## src/rtl/dtbl_pkg.sv

```systemverilog
// ----------------------------------------------------------------------------
// Daylight tier backlight control package
// Shared types, register codes, constants and level helpers for the block.
// ----------------------------------------------------------------------------
package dtbl_pkg;

    localparam int unsigned NOW_W   = 32;
    localparam int unsigned IDLE_W  = 32;
    localparam int unsigned ALT_W   = 15;
    localparam int unsigned LEVEL_W = 8;
    localparam int unsigned CFG_DATA_W  = 16;
    localparam int unsigned CFG_INDEX_W = 3;
    localparam int unsigned THR_W   = 16;
    localparam int unsigned DIM_THR_W = 26;

    localparam logic [NOW_W-1:0]   EVAL_PERIOD_MS = 32'd15000;
    localparam logic [THR_W-1:0]   HYST_CENTI     = 16'd200;
    localparam logic [DIM_THR_W-1:0] MS_PER_SEC   = 26'd1000;
    localparam logic [LEVEL_W-1:0] DAY_LEVEL      = 8'd255;
    localparam logic [LEVEL_W-1:0] MIN_BASE       = 8'd10;
    localparam logic [LEVEL_W-1:0] MIN_DIM        = 8'd5;

    typedef enum logic [1:0] {
        TIER_DAY   = 2'd0,
        TIER_NIGHT = 2'd1,
        TIER_RED   = 2'd2
    } tier_t;

    typedef enum logic [1:0] {
        MODE_AUTO  = 2'd0,
        MODE_DAY   = 2'd1,
        MODE_NIGHT = 2'd2
    } mode_t;

    typedef logic [CFG_INDEX_W-1:0] cfg_idx_t;
    localparam cfg_idx_t CFG_THEME_MODE   = 3'd0;
    localparam cfg_idx_t CFG_RED_PALETTE  = 3'd1;
    localparam cfg_idx_t CFG_NIGHT_ALT    = 3'd2;
    localparam cfg_idx_t CFG_RED_ALT      = 3'd3;
    localparam cfg_idx_t CFG_DIM_AFTER    = 3'd4;
    localparam cfg_idx_t CFG_DIM_LEVEL    = 3'd5;
    localparam cfg_idx_t CFG_NIGHT_BL     = 3'd6;
    localparam cfg_idx_t CFG_FORCED_BL    = 3'd7;

    typedef struct packed {
        logic [1:0]         theme_mode;
        logic               red_palette;
        logic signed [7:0]  night_alt_deg;
        logic signed [7:0]  red_alt_deg;
        logic [15:0]        dim_after_sec;
        logic [LEVEL_W-1:0] dim_level;
        logic [LEVEL_W-1:0] night_backlight;
        logic [LEVEL_W-1:0] forced_backlight;
    } cfg_t;

    typedef struct packed {
        logic [NOW_W-1:0]        now_ms;
        logic [IDLE_W-1:0]       idle_ms;
        logic signed [ALT_W-1:0] sun_alt;
        logic                    sun_valid;
    } item_t;

    typedef struct packed {
        logic [LEVEL_W-1:0] backlight;
        logic               backlight_written;
        tier_t              tier;
        logic               red_theme;
    } result_t;

    // Base level that a tier apply sets, overrides included.
    function automatic logic [LEVEL_W-1:0] tier_base(input tier_t t,
                                                     input cfg_t c);
        logic [LEVEL_W-1:0] lvl;
        begin
            if (t == TIER_DAY)
            begin
                lvl = DAY_LEVEL;
            end
            else
            begin
                lvl = (c.night_backlight < MIN_BASE) ? MIN_BASE : c.night_backlight;
            end
            if (c.forced_backlight != '0)
            begin
                lvl = (c.forced_backlight < MIN_BASE) ? MIN_BASE : c.forced_backlight;
            end
            return lvl;
        end
    endfunction

    // Altitude threshold in hundredths of a degree, optionally raised.
    function automatic logic signed [THR_W-1:0] alt_thr(input logic signed [7:0] deg,
                                                        input logic hyst);
        logic signed [THR_W-1:0] thr;
        begin
            thr = THR_W'(deg) * $signed(16'd100);
            if (hyst)
            begin
                thr = thr + $signed(HYST_CENTI);
            end
            return thr;
        end
    endfunction

endpackage

```

## src/rtl/daylight_tier_backlight_control_top.sv

```systemverilog
// ----------------------------------------------------------------------------
// Daylight tier backlight control
// Top level: tick input register, tier core, result register, config port.
// ----------------------------------------------------------------------------
// Each tick request carries the time, the idle time and the sun altitude in
// hundredths of a degree, and yields exactly one result request with the
// backlight level in force, whether the backlight was rewritten, the tier
// (day, night or red) and the red theme flag. A tick is held in the input
// register and then passes through the combinational core into the result
// register, which holds the result until the result side accepts it. The
// tier state is updated by a single pass of compare and clamp logic, so a
// new tick can be taken in every cycle while the result side keeps up; the
// input stalls only while both registers are full and the result side is
// stalling. The first tick after reset applies the day tier before anything
// else. A tier is chosen at most once every 15000 ms of tick time, forced by
// the theme mode or, in auto mode, from altitude thresholds with 2 degrees of
// hysteresis when brightening; in auto mode an invalid sun input gives day.
// Configuration writes are always ready and should only be made while no
// tick is in flight.
// ----------------------------------------------------------------------------
module daylight_tier_backlight_control_top (
    input  logic                                clk,
    input  logic                                rst_n,
    input  logic                                cfg_valid,
    output logic                                cfg_ready,
    input  dtbl_pkg::cfg_idx_t                  cfg_index,
    input  logic [dtbl_pkg::CFG_DATA_W-1:0]     cfg_data,
    input  logic                                in_valid,
    output logic                                in_stall,
    input  logic [dtbl_pkg::NOW_W-1:0]          now_ms,
    input  logic [dtbl_pkg::IDLE_W-1:0]         idle_ms,
    input  logic signed [dtbl_pkg::ALT_W-1:0]   sun_alt,
    input  logic                                sun_valid,
    output logic                                out_valid,
    input  logic                                out_stall,
    output logic [dtbl_pkg::LEVEL_W-1:0]        backlight,
    output logic                                backlight_written,
    output logic [1:0]                          tier,
    output logic                                red_theme
);
    import dtbl_pkg::*;

    cfg_t    cfg;
    item_t   item;
    logic    item_valid;
    result_t result;
    logic    can_load;
    logic    advance;

    // The core moves one tick forward whenever the result register can take it.
    assign advance = item_valid && can_load;

    dtbl_cfg u_cfg (
        .clk       (clk),
        .rst_n     (rst_n),
        .cfg_valid (cfg_valid),
        .cfg_ready (cfg_ready),
        .cfg_index (cfg_index),
        .cfg_data  (cfg_data),
        .cfg       (cfg)
    );

    dtbl_in_stage u_in (
        .clk        (clk),
        .rst_n      (rst_n),
        .in_valid   (in_valid),
        .in_stall   (in_stall),
        .now_ms     (now_ms),
        .idle_ms    (idle_ms),
        .sun_alt    (sun_alt),
        .sun_valid  (sun_valid),
        .take       (advance),
        .item_valid (item_valid),
        .item       (item)
    );

    dtbl_core u_core (
        .clk     (clk),
        .rst_n   (rst_n),
        .advance (advance),
        .item    (item),
        .cfg     (cfg),
        .result  (result)
    );

    dtbl_out_stage u_out (
        .clk               (clk),
        .rst_n             (rst_n),
        .load              (advance),
        .result            (result),
        .can_load          (can_load),
        .out_valid         (out_valid),
        .out_stall         (out_stall),
        .backlight         (backlight),
        .backlight_written (backlight_written),
        .tier              (tier),
        .red_theme         (red_theme)
    );

    // The red theme flag always follows the tier it is reported with.
    a_red_theme: assert property (@(posedge clk) disable iff (!rst_n)
        out_valid |-> (red_theme == (tier == TIER_RED)))
        else $error("red theme flag disagrees with tier");

    // No level below the dimming floor is ever reported.
    a_level_floor: assert property (@(posedge clk) disable iff (!rst_n)
        out_valid |-> (backlight >= MIN_DIM))
        else $error("backlight below minimum level");

    // The input may only stall while a tick is held and the result ahead of it is blocked.
    a_stall_cause: assert property (@(posedge clk) disable iff (!rst_n)
        in_stall |-> (item_valid && out_valid && out_stall))
        else $error("input stalled without a blocked result");

    // A tick taken by the core always lands in the result register.
    a_advance_out: assert property (@(posedge clk) disable iff (!rst_n)
        advance |=> out_valid)
        else $error("advanced tick did not produce a result");

endmodule

```

## src/rtl/dtbl_cfg.sv

```systemverilog
// ----------------------------------------------------------------------------
// Configuration register file
// Holds the eight control registers and takes one write a cycle.
// ----------------------------------------------------------------------------
module dtbl_cfg (
    input  logic                           clk,
    input  logic                           rst_n,
    input  logic                           cfg_valid,
    output logic                           cfg_ready,
    input  dtbl_pkg::cfg_idx_t             cfg_index,
    input  logic [dtbl_pkg::CFG_DATA_W-1:0] cfg_data,
    output dtbl_pkg::cfg_t                 cfg
);
    import dtbl_pkg::*;

    cfg_t cfg_reg;
    cfg_t cfg_next;

    assign cfg_ready = 1'b1;
    assign cfg = cfg_reg;

    always_comb
    begin
        cfg_next = cfg_reg;
        if (cfg_valid)
        begin
            unique case (cfg_index)
                CFG_THEME_MODE:  cfg_next.theme_mode       = cfg_data[1:0];
                CFG_RED_PALETTE: cfg_next.red_palette      = cfg_data[0];
                CFG_NIGHT_ALT:   cfg_next.night_alt_deg    = $signed(cfg_data[7:0]);
                CFG_RED_ALT:     cfg_next.red_alt_deg      = $signed(cfg_data[7:0]);
                CFG_DIM_AFTER:   cfg_next.dim_after_sec    = cfg_data[15:0];
                CFG_DIM_LEVEL:   cfg_next.dim_level        = cfg_data[7:0];
                CFG_NIGHT_BL:    cfg_next.night_backlight  = cfg_data[7:0];
                CFG_FORCED_BL:   cfg_next.forced_backlight = cfg_data[7:0];
                default:         cfg_next = cfg_reg;
            endcase
        end
    end

    always_ff @(posedge clk or negedge rst_n)
    begin
        if (!rst_n)
        begin
            cfg_reg.theme_mode       <= MODE_AUTO;
            cfg_reg.red_palette      <= 1'b0;
            cfg_reg.night_alt_deg    <= -8'sd6;
            cfg_reg.red_alt_deg      <= -8'sd12;
            cfg_reg.dim_after_sec    <= 16'd120;
            cfg_reg.dim_level        <= 8'd20;
            cfg_reg.night_backlight  <= 8'd90;
            cfg_reg.forced_backlight <= 8'd0;
        end
        else
        begin
            cfg_reg <= cfg_next;
        end
    end

endmodule

```

## src/rtl/dtbl_in_stage.sv

```systemverilog
// ----------------------------------------------------------------------------
// Input register
// Captures one tick request and holds it until the core takes it.
// ----------------------------------------------------------------------------
module dtbl_in_stage (
    input  logic                                clk,
    input  logic                                rst_n,
    input  logic                                in_valid,
    output logic                                in_stall,
    input  logic [dtbl_pkg::NOW_W-1:0]          now_ms,
    input  logic [dtbl_pkg::IDLE_W-1:0]         idle_ms,
    input  logic signed [dtbl_pkg::ALT_W-1:0]   sun_alt,
    input  logic                                sun_valid,
    input  logic                                take,
    output logic                                item_valid,
    output dtbl_pkg::item_t                     item
);
    import dtbl_pkg::*;

    logic  valid_reg;
    logic  valid_next;
    item_t item_reg;
    logic  load;

    // The register frees up in the same cycle that the core takes it.
    assign in_stall   = valid_reg && !take;
    assign load       = in_valid && !in_stall;
    assign valid_next = load || (valid_reg && !take);
    assign item_valid = valid_reg;
    assign item       = item_reg;

    always_ff @(posedge clk or negedge rst_n)
    begin
        if (!rst_n)
        begin
            valid_reg <= 1'b0;
        end
        else
        begin
            valid_reg <= valid_next;
        end
    end

    always_ff @(posedge clk)
    begin
        if (load)
        begin
            item_reg.now_ms    <= now_ms;
            item_reg.idle_ms   <= idle_ms;
            item_reg.sun_alt   <= sun_alt;
            item_reg.sun_valid <= sun_valid;
        end
    end

endmodule

```

## src/rtl/dtbl_core.sv

```systemverilog
// ----------------------------------------------------------------------------
// Tier and dimming core
// Holds the tier state and works out one tick's result combinationally.
// ----------------------------------------------------------------------------
module dtbl_core (
    input  logic              clk,
    input  logic              rst_n,
    input  logic              advance,
    input  dtbl_pkg::item_t   item,
    input  dtbl_pkg::cfg_t    cfg,
    output dtbl_pkg::result_t result
);
    import dtbl_pkg::*;

    tier_t                tier_reg;
    tier_t                tier_next;
    logic                 applied_reg;
    logic [LEVEL_W-1:0]   base_reg;
    logic [LEVEL_W-1:0]   base_next;
    logic [LEVEL_W-1:0]   cur_reg;
    logic [LEVEL_W-1:0]   cur_next;
    logic [NOW_W-1:0]     last_eval_reg;
    logic [NOW_W-1:0]     last_eval_next;

    tier_t                tier1;
    logic [LEVEL_W-1:0]   base1;
    logic [LEVEL_W-1:0]   cur1;
    logic [LEVEL_W-1:0]   dim_clamped;
    logic [LEVEL_W-1:0]   target;
    logic [DIM_THR_W-1:0] dim_thr;
    logic                 dimming;
    logic [NOW_W-1:0]     since;
    logic                 eval;
    logic signed [THR_W-1:0] alt;
    logic signed [THR_W-1:0] day_thr;
    logic signed [THR_W-1:0] red_thr;
    tier_t                auto_tier;
    tier_t                chosen;
    logic                 change;
    logic                 written;

    // Power-up apply of the day tier is folded into the first tick.
    always_comb
    begin
        if (applied_reg)
        begin
            tier1 = tier_reg;
            base1 = base_reg;
            cur1  = cur_reg;
        end
        else
        begin
            tier1 = TIER_DAY;
            base1 = tier_base(TIER_DAY, cfg);
            cur1  = base1;
        end
    end

    // Idle dimming.
    assign dim_thr = DIM_THR_W'(cfg.dim_after_sec) * MS_PER_SEC;
    assign dimming = item.idle_ms > IDLE_W'(dim_thr);

    always_comb
    begin
        if (cfg.dim_level < MIN_DIM)
        begin
            dim_clamped = MIN_DIM;
        end
        else if (cfg.dim_level > base1)
        begin
            dim_clamped = base1;
        end
        else
        begin
            dim_clamped = cfg.dim_level;
        end
        target = dimming ? dim_clamped : base1;
    end

    // Evaluation gate against the wrapping millisecond clock.
    assign since = item.now_ms - last_eval_reg;
    assign eval  = since >= EVAL_PERIOD_MS;

    // Auto tier from the sun altitude, with hysteresis when brightening.
    assign alt     = THR_W'(item.sun_alt);
    assign day_thr = alt_thr(cfg.night_alt_deg, tier1 != TIER_DAY);
    assign red_thr = alt_thr(cfg.red_alt_deg, tier1 == TIER_RED);

    always_comb
    begin
        if (alt >= day_thr)
        begin
            auto_tier = TIER_DAY;
        end
        else if (alt >= red_thr || !cfg.red_palette)
        begin
            auto_tier = TIER_NIGHT;
        end
        else
        begin
            auto_tier = TIER_RED;
        end

        case (cfg.theme_mode)
            MODE_DAY:   chosen = TIER_DAY;
            MODE_NIGHT: chosen = cfg.red_palette ? TIER_RED : TIER_NIGHT;
            default:    chosen = item.sun_valid ? auto_tier : TIER_DAY;
        endcase
    end

    assign change = eval && (chosen != tier1);

    always_comb
    begin
        tier_next      = tier1;
        base_next      = base1;
        cur_next       = target;
        written        = !applied_reg || (target != cur1);
        last_eval_next = eval ? item.now_ms : last_eval_reg;
        if (change)
        begin
            tier_next = chosen;
            base_next = tier_base(chosen, cfg);
            cur_next  = base_next;
            written   = 1'b1;
        end
        result.backlight         = cur_next;
        result.backlight_written = written;
        result.tier              = tier_next;
        result.red_theme         = (tier_next == TIER_RED);
    end

    always_ff @(posedge clk or negedge rst_n)
    begin
        if (!rst_n)
        begin
            tier_reg      <= TIER_DAY;
            applied_reg   <= 1'b0;
            base_reg      <= DAY_LEVEL;
            cur_reg       <= DAY_LEVEL;
            last_eval_reg <= '0;
        end
        else if (advance)
        begin
            tier_reg      <= tier_next;
            applied_reg   <= 1'b1;
            base_reg      <= base_next;
            cur_reg       <= cur_next;
            last_eval_reg <= last_eval_next;
        end
    end

endmodule

```

## src/rtl/dtbl_out_stage.sv

```systemverilog
// ----------------------------------------------------------------------------
// Result register
// Holds one result until the receiving side takes it.
// ----------------------------------------------------------------------------
module dtbl_out_stage (
    input  logic                         clk,
    input  logic                         rst_n,
    input  logic                         load,
    input  dtbl_pkg::result_t            result,
    output logic                         can_load,
    output logic                         out_valid,
    input  logic                         out_stall,
    output logic [dtbl_pkg::LEVEL_W-1:0] backlight,
    output logic                         backlight_written,
    output logic [1:0]                   tier,
    output logic                         red_theme
);
    import dtbl_pkg::*;

    logic    valid_reg;
    logic    valid_next;
    result_t res_reg;

    assign can_load   = !valid_reg || !out_stall;
    assign valid_next = load || (valid_reg && out_stall);

    assign out_valid         = valid_reg;
    assign backlight         = res_reg.backlight;
    assign backlight_written = res_reg.backlight_written;
    assign tier              = res_reg.tier;
    assign red_theme         = res_reg.red_theme;

    always_ff @(posedge clk or negedge rst_n)
    begin
        if (!rst_n)
        begin
            valid_reg <= 1'b0;
        end
        else
        begin
            valid_reg <= valid_next;
        end
    end

    always_ff @(posedge clk)
    begin
        if (load)
        begin
            res_reg <= result;
        end
    end

endmodule
```

## config.mk

```make
export PLATFORM = sky130hd
export DESIGN_NAME = daylight_tier_backlight_control_top
export DESIGN_NICKNAME = d
export VERILOG_FILES = /design/src/rtl/dtbl_pkg.sv /design/src/rtl/daylight_tier_backlight_control_top.sv /design/src/rtl/dtbl_cfg.sv /design/src/rtl/dtbl_in_stage.sv /design/src/rtl/dtbl_core.sv /design/src/rtl/dtbl_out_stage.sv
export SDC_FILE = /design/constraint.sdc
export NUM_CORES = 1
export LEC_CHECK = 0
export ABC_AREA = 1
export ABC_CLOCK_PERIOD_IN_PS = 15150
export BUFFER_PORTS_ARGS = -buffer_cell sky130_fd_sc_hd__buf_2
export CAP_MARGIN = 15
export CORE_ASPECT_RATIO = 0.6
export CORE_MARGIN = 1
export CORE_UTILIZATION = 35
export DETAILED_ROUTE_END_ITERATION = 10
export GPL_TIMING_DRIVEN = 1
export PLACE_DENSITY = 0.54
export SLEW_MARGIN = 20
export SYNTH_ARGS = -nofsm -noshare
export SYNTH_HDL_FRONTEND = slang
export SYNTH_SLANG_ARGS = --single-unit
```

## constraint.sdc

```tcl
create_clock -name clk -period 15.15 [get_ports clk]
set_input_delay 1.515 -clock clk [delete_from_list [all_inputs] [get_ports clk]]
set_output_delay 1.515 -clock clk [all_outputs]
set_load 0.005 [all_outputs]
```

==> reports/metrics.yaml <==
outcome:
  outcome: "complete, no violations"
floorplan:
  die_x_um: 282.3
  core_area_mm2: 0.04640
  rows: 61
  io_pins: 119
  dieArea_mm2: 0.04806
  start_util: 0.3557
  die_h_um: 170.2
clocking:
  htree_levels: 1
  cts_resized: 0
  clk_latency_ns: 0.54
  clock_tree.buffer_depth: 3
  root_buffer: "clkbuf_16"
  path_clk_slew_ns: 0.06
  cts_sinks: 204
  cts_tree: "done"
  ctsHoldBuffers: 0
  cts_setup_buffers: 0
  numCtsBuffers: 24
yosys:
  synthDistinctLibCells: 49
  synth_edf_count: 92
  postSynth.asyncResetShare: 0.5490
  synthFlopType: "edfxtp_1"
  yosysTopAreaCellShare: 0.1674
  synth_area_leader_cell: "edfxtp_1"
  yosys-top-cells-area: "edfxtp_1 (17%), ha_1 (15%), nand2_1 (13%), dfrtp_1 (11%), fa_1 (8.1%)"
  post_synth.cell_area_avg_um2: 7.989
  ys_seq_elements: 204
  synth_area_mm2: 0.01650
  netlist_instances: 2066
  ys_seq_area_frac: 0.3400
  syn_nets: 2430
  yosysWarnings: 0
setup_path:
  cp_max_fo: 10
  worstPathRequired_ns: 15.43
  path_common_cell: "nand2_1"
  crit_type: "reg -> reg"
  cp-end-kind: "register"
  slowest_stage: "fa_1"
  crit_family: "adder cells"
  slowest_delay_ns: 0.60
  arrival_ns: 7.82
  crit_path_start_kind: "register"
  path_buf_inv: 4
detailed_routing:
  drt_wl_total_mm: 43.33
  avgRoutedWirePerCell_um: 15.27
  postRouteAntennaNets: 0
  drt_pass1_iterations: 7
  avgViaCountPerCell: 4.658
  first_iter_violations: 875
  vias: 13220
  drc: 0
sta:
  setup_tns_ns: 0
  drv_slew: 0
  timing.final.crit_period_ns: 7.545
  relSlewSlack: 0.3149
  fin_crit_sh: 0.4980
  hold_viol_final: 0
  worst_slew_pin_slew_ns: 1.025
  setup_violations: 0
  finalClockSkew_ns: 0.009893
  holdWs_ns: 0.4669
  rsz0062_at_grt: "no"
  fmax_ghz: 0.1325
cells_and_area:
  fin_util: 0.3998
  syn_to_final_growth_pct: 12.41
  largest_register_ffs: 80
  nets: 2553
  fin_cells: 2838
  drive_gt1_frac: 0.1024
global_route:
  grt_overflow: 0
  grt_pass1_vias: 12490
  grt_first_pass_wirelength_mm: 68.37
  grt_max_degree: 64
  grt_usage: 0.1831
  antenna_found_initial: 1
placement:
  port-buffer-count: 117
  place.gp.congestion: 0.9395
  place_inst: 2793
  dp_hpwl_mm: 35.41
min_path:
  min_path_type: "reg -> reg"
job:
  drv_cap: 0
-- layer usage --
| metal | global-route usage | part of all wire |
|---|---|---|
| met5 | 0 | 0 |
| met4 | 0.02703 | 0.014 |
| met1 | 0.3023 | 0.56 |
| met2 | 0.2425 | 0.37 |
| met3 | 0.03322 | 0.055 |
-- cell type report --
type,count,area [µm²]
fill,4794,27850
clock buffer,30,654.4
inverter,354,1330
clock inverter,14,106.4
antenna,1,2.502
timing repair buffer,122,625.6
tap,630,788.3
multi-input combinational,1483,9434
sequential,204,5612
-- synthesized netlist by cell type, drive strengths merged, types with 2 or more instances --
cell type / instances
nand2: 592
inv: 354
a211oi: 3
o211ai: 5
nor2: 167
xor2: 42
fa: 67
a21o: 2
mux2i: 2
buf: 13
dfstp: 37
xnor2: 26
nand3b: 9
nor4: 4
clkbuf: 12
nand3: 85
a31oi: 5
and3: 4
or2: 4
ha: 193
and2: 7
o21bai: 10
nand4: 16
o21ai: 89
nor3: 16
edfxtp: 92
dfrtp: 75
a21boi: 7
a21oi: 120
o21a: 2
-- layout by cell type, fill, tap and decap left out, drive strengths merged, types with 2 or more instances in the layout --
master,netlist,routed
xor2,42,42
clkinvlp,0,2
inv,354,353
nor3,16,16
nor2,167,167
a31oi,5,5
clkbuf,12,30
and2,7,7
nand3,85,85
edfxtp,92,92
a21oi,120,120
o21a,2,2
o21bai,10,10
clkinv,0,12
ha,193,193
buf,13,122
xnor2,26,26
dfrtp,75,75
dfstp,37,37
a21o,2,2
nand3b,9,9
o21ai,89,89
mux2i,2,2
nand2,592,592
or2,4,4
o211ai,5,5
a21boi,7,7
and3,4,4
nor4,4,4
fa,67,67
nand4,16,16
a211oi,3,3
-- worst min-delay path, cell delays in order (launching register included) --
cell     delay, ns
dfstp_2       0.36
nand2_1       0.05
nand2_1       0.05
-- final timing paths --
check                                    from                        to  slack [ns]  cells past startpoint
hold reg to reg            u_core.base_reg[4]        u_core.base_reg[4]        0.47                      2
setup reg to reg                u_cfg.cfg[29]   u_out.backlight_written        7.61                     32
max in group asynchronous               rst_n        u_core.base_reg[6]       12.67                      3
hold / removal             u_core.base_reg[4]        u_core.base_reg[4]        0.47                      2
setup / recovery                u_cfg.cfg[29]   u_out.backlight_written        7.61                     32
min in group asynchronous               rst_n  u_core.last_eval_reg[14]        0.91                      1
-- cells by family (layout without fill, tap and decap cells) --
logic type,count (synthesis),after routing,share of synthesized area
AOI/OAI and AO/OA,245,245,0.07998
adders and majority gates,260,260,0.2276
xor gates and xnor gates,68,68,0.03609
and+or+nand+nor,907,907,0.2265
muxes,2,2,0.001213
buffers and inverters,379,520,0.08839
other,1,2,0.0002272
DFF,204,204,0.3400
-- per-stage QoR --
stage               instance area [µm²]  worst slack (ns)
CTS                               18550             7.703
finish                            18550             7.605
global placement                  17790             7.728
detailed placement                17790             7.743
global route                      18550             7.056
floorplan                         16500             9.180
Power is left out: the tool's default activity adds up to more than one toggle a clock period on the data nets, which glitch-free logic cannot reach.
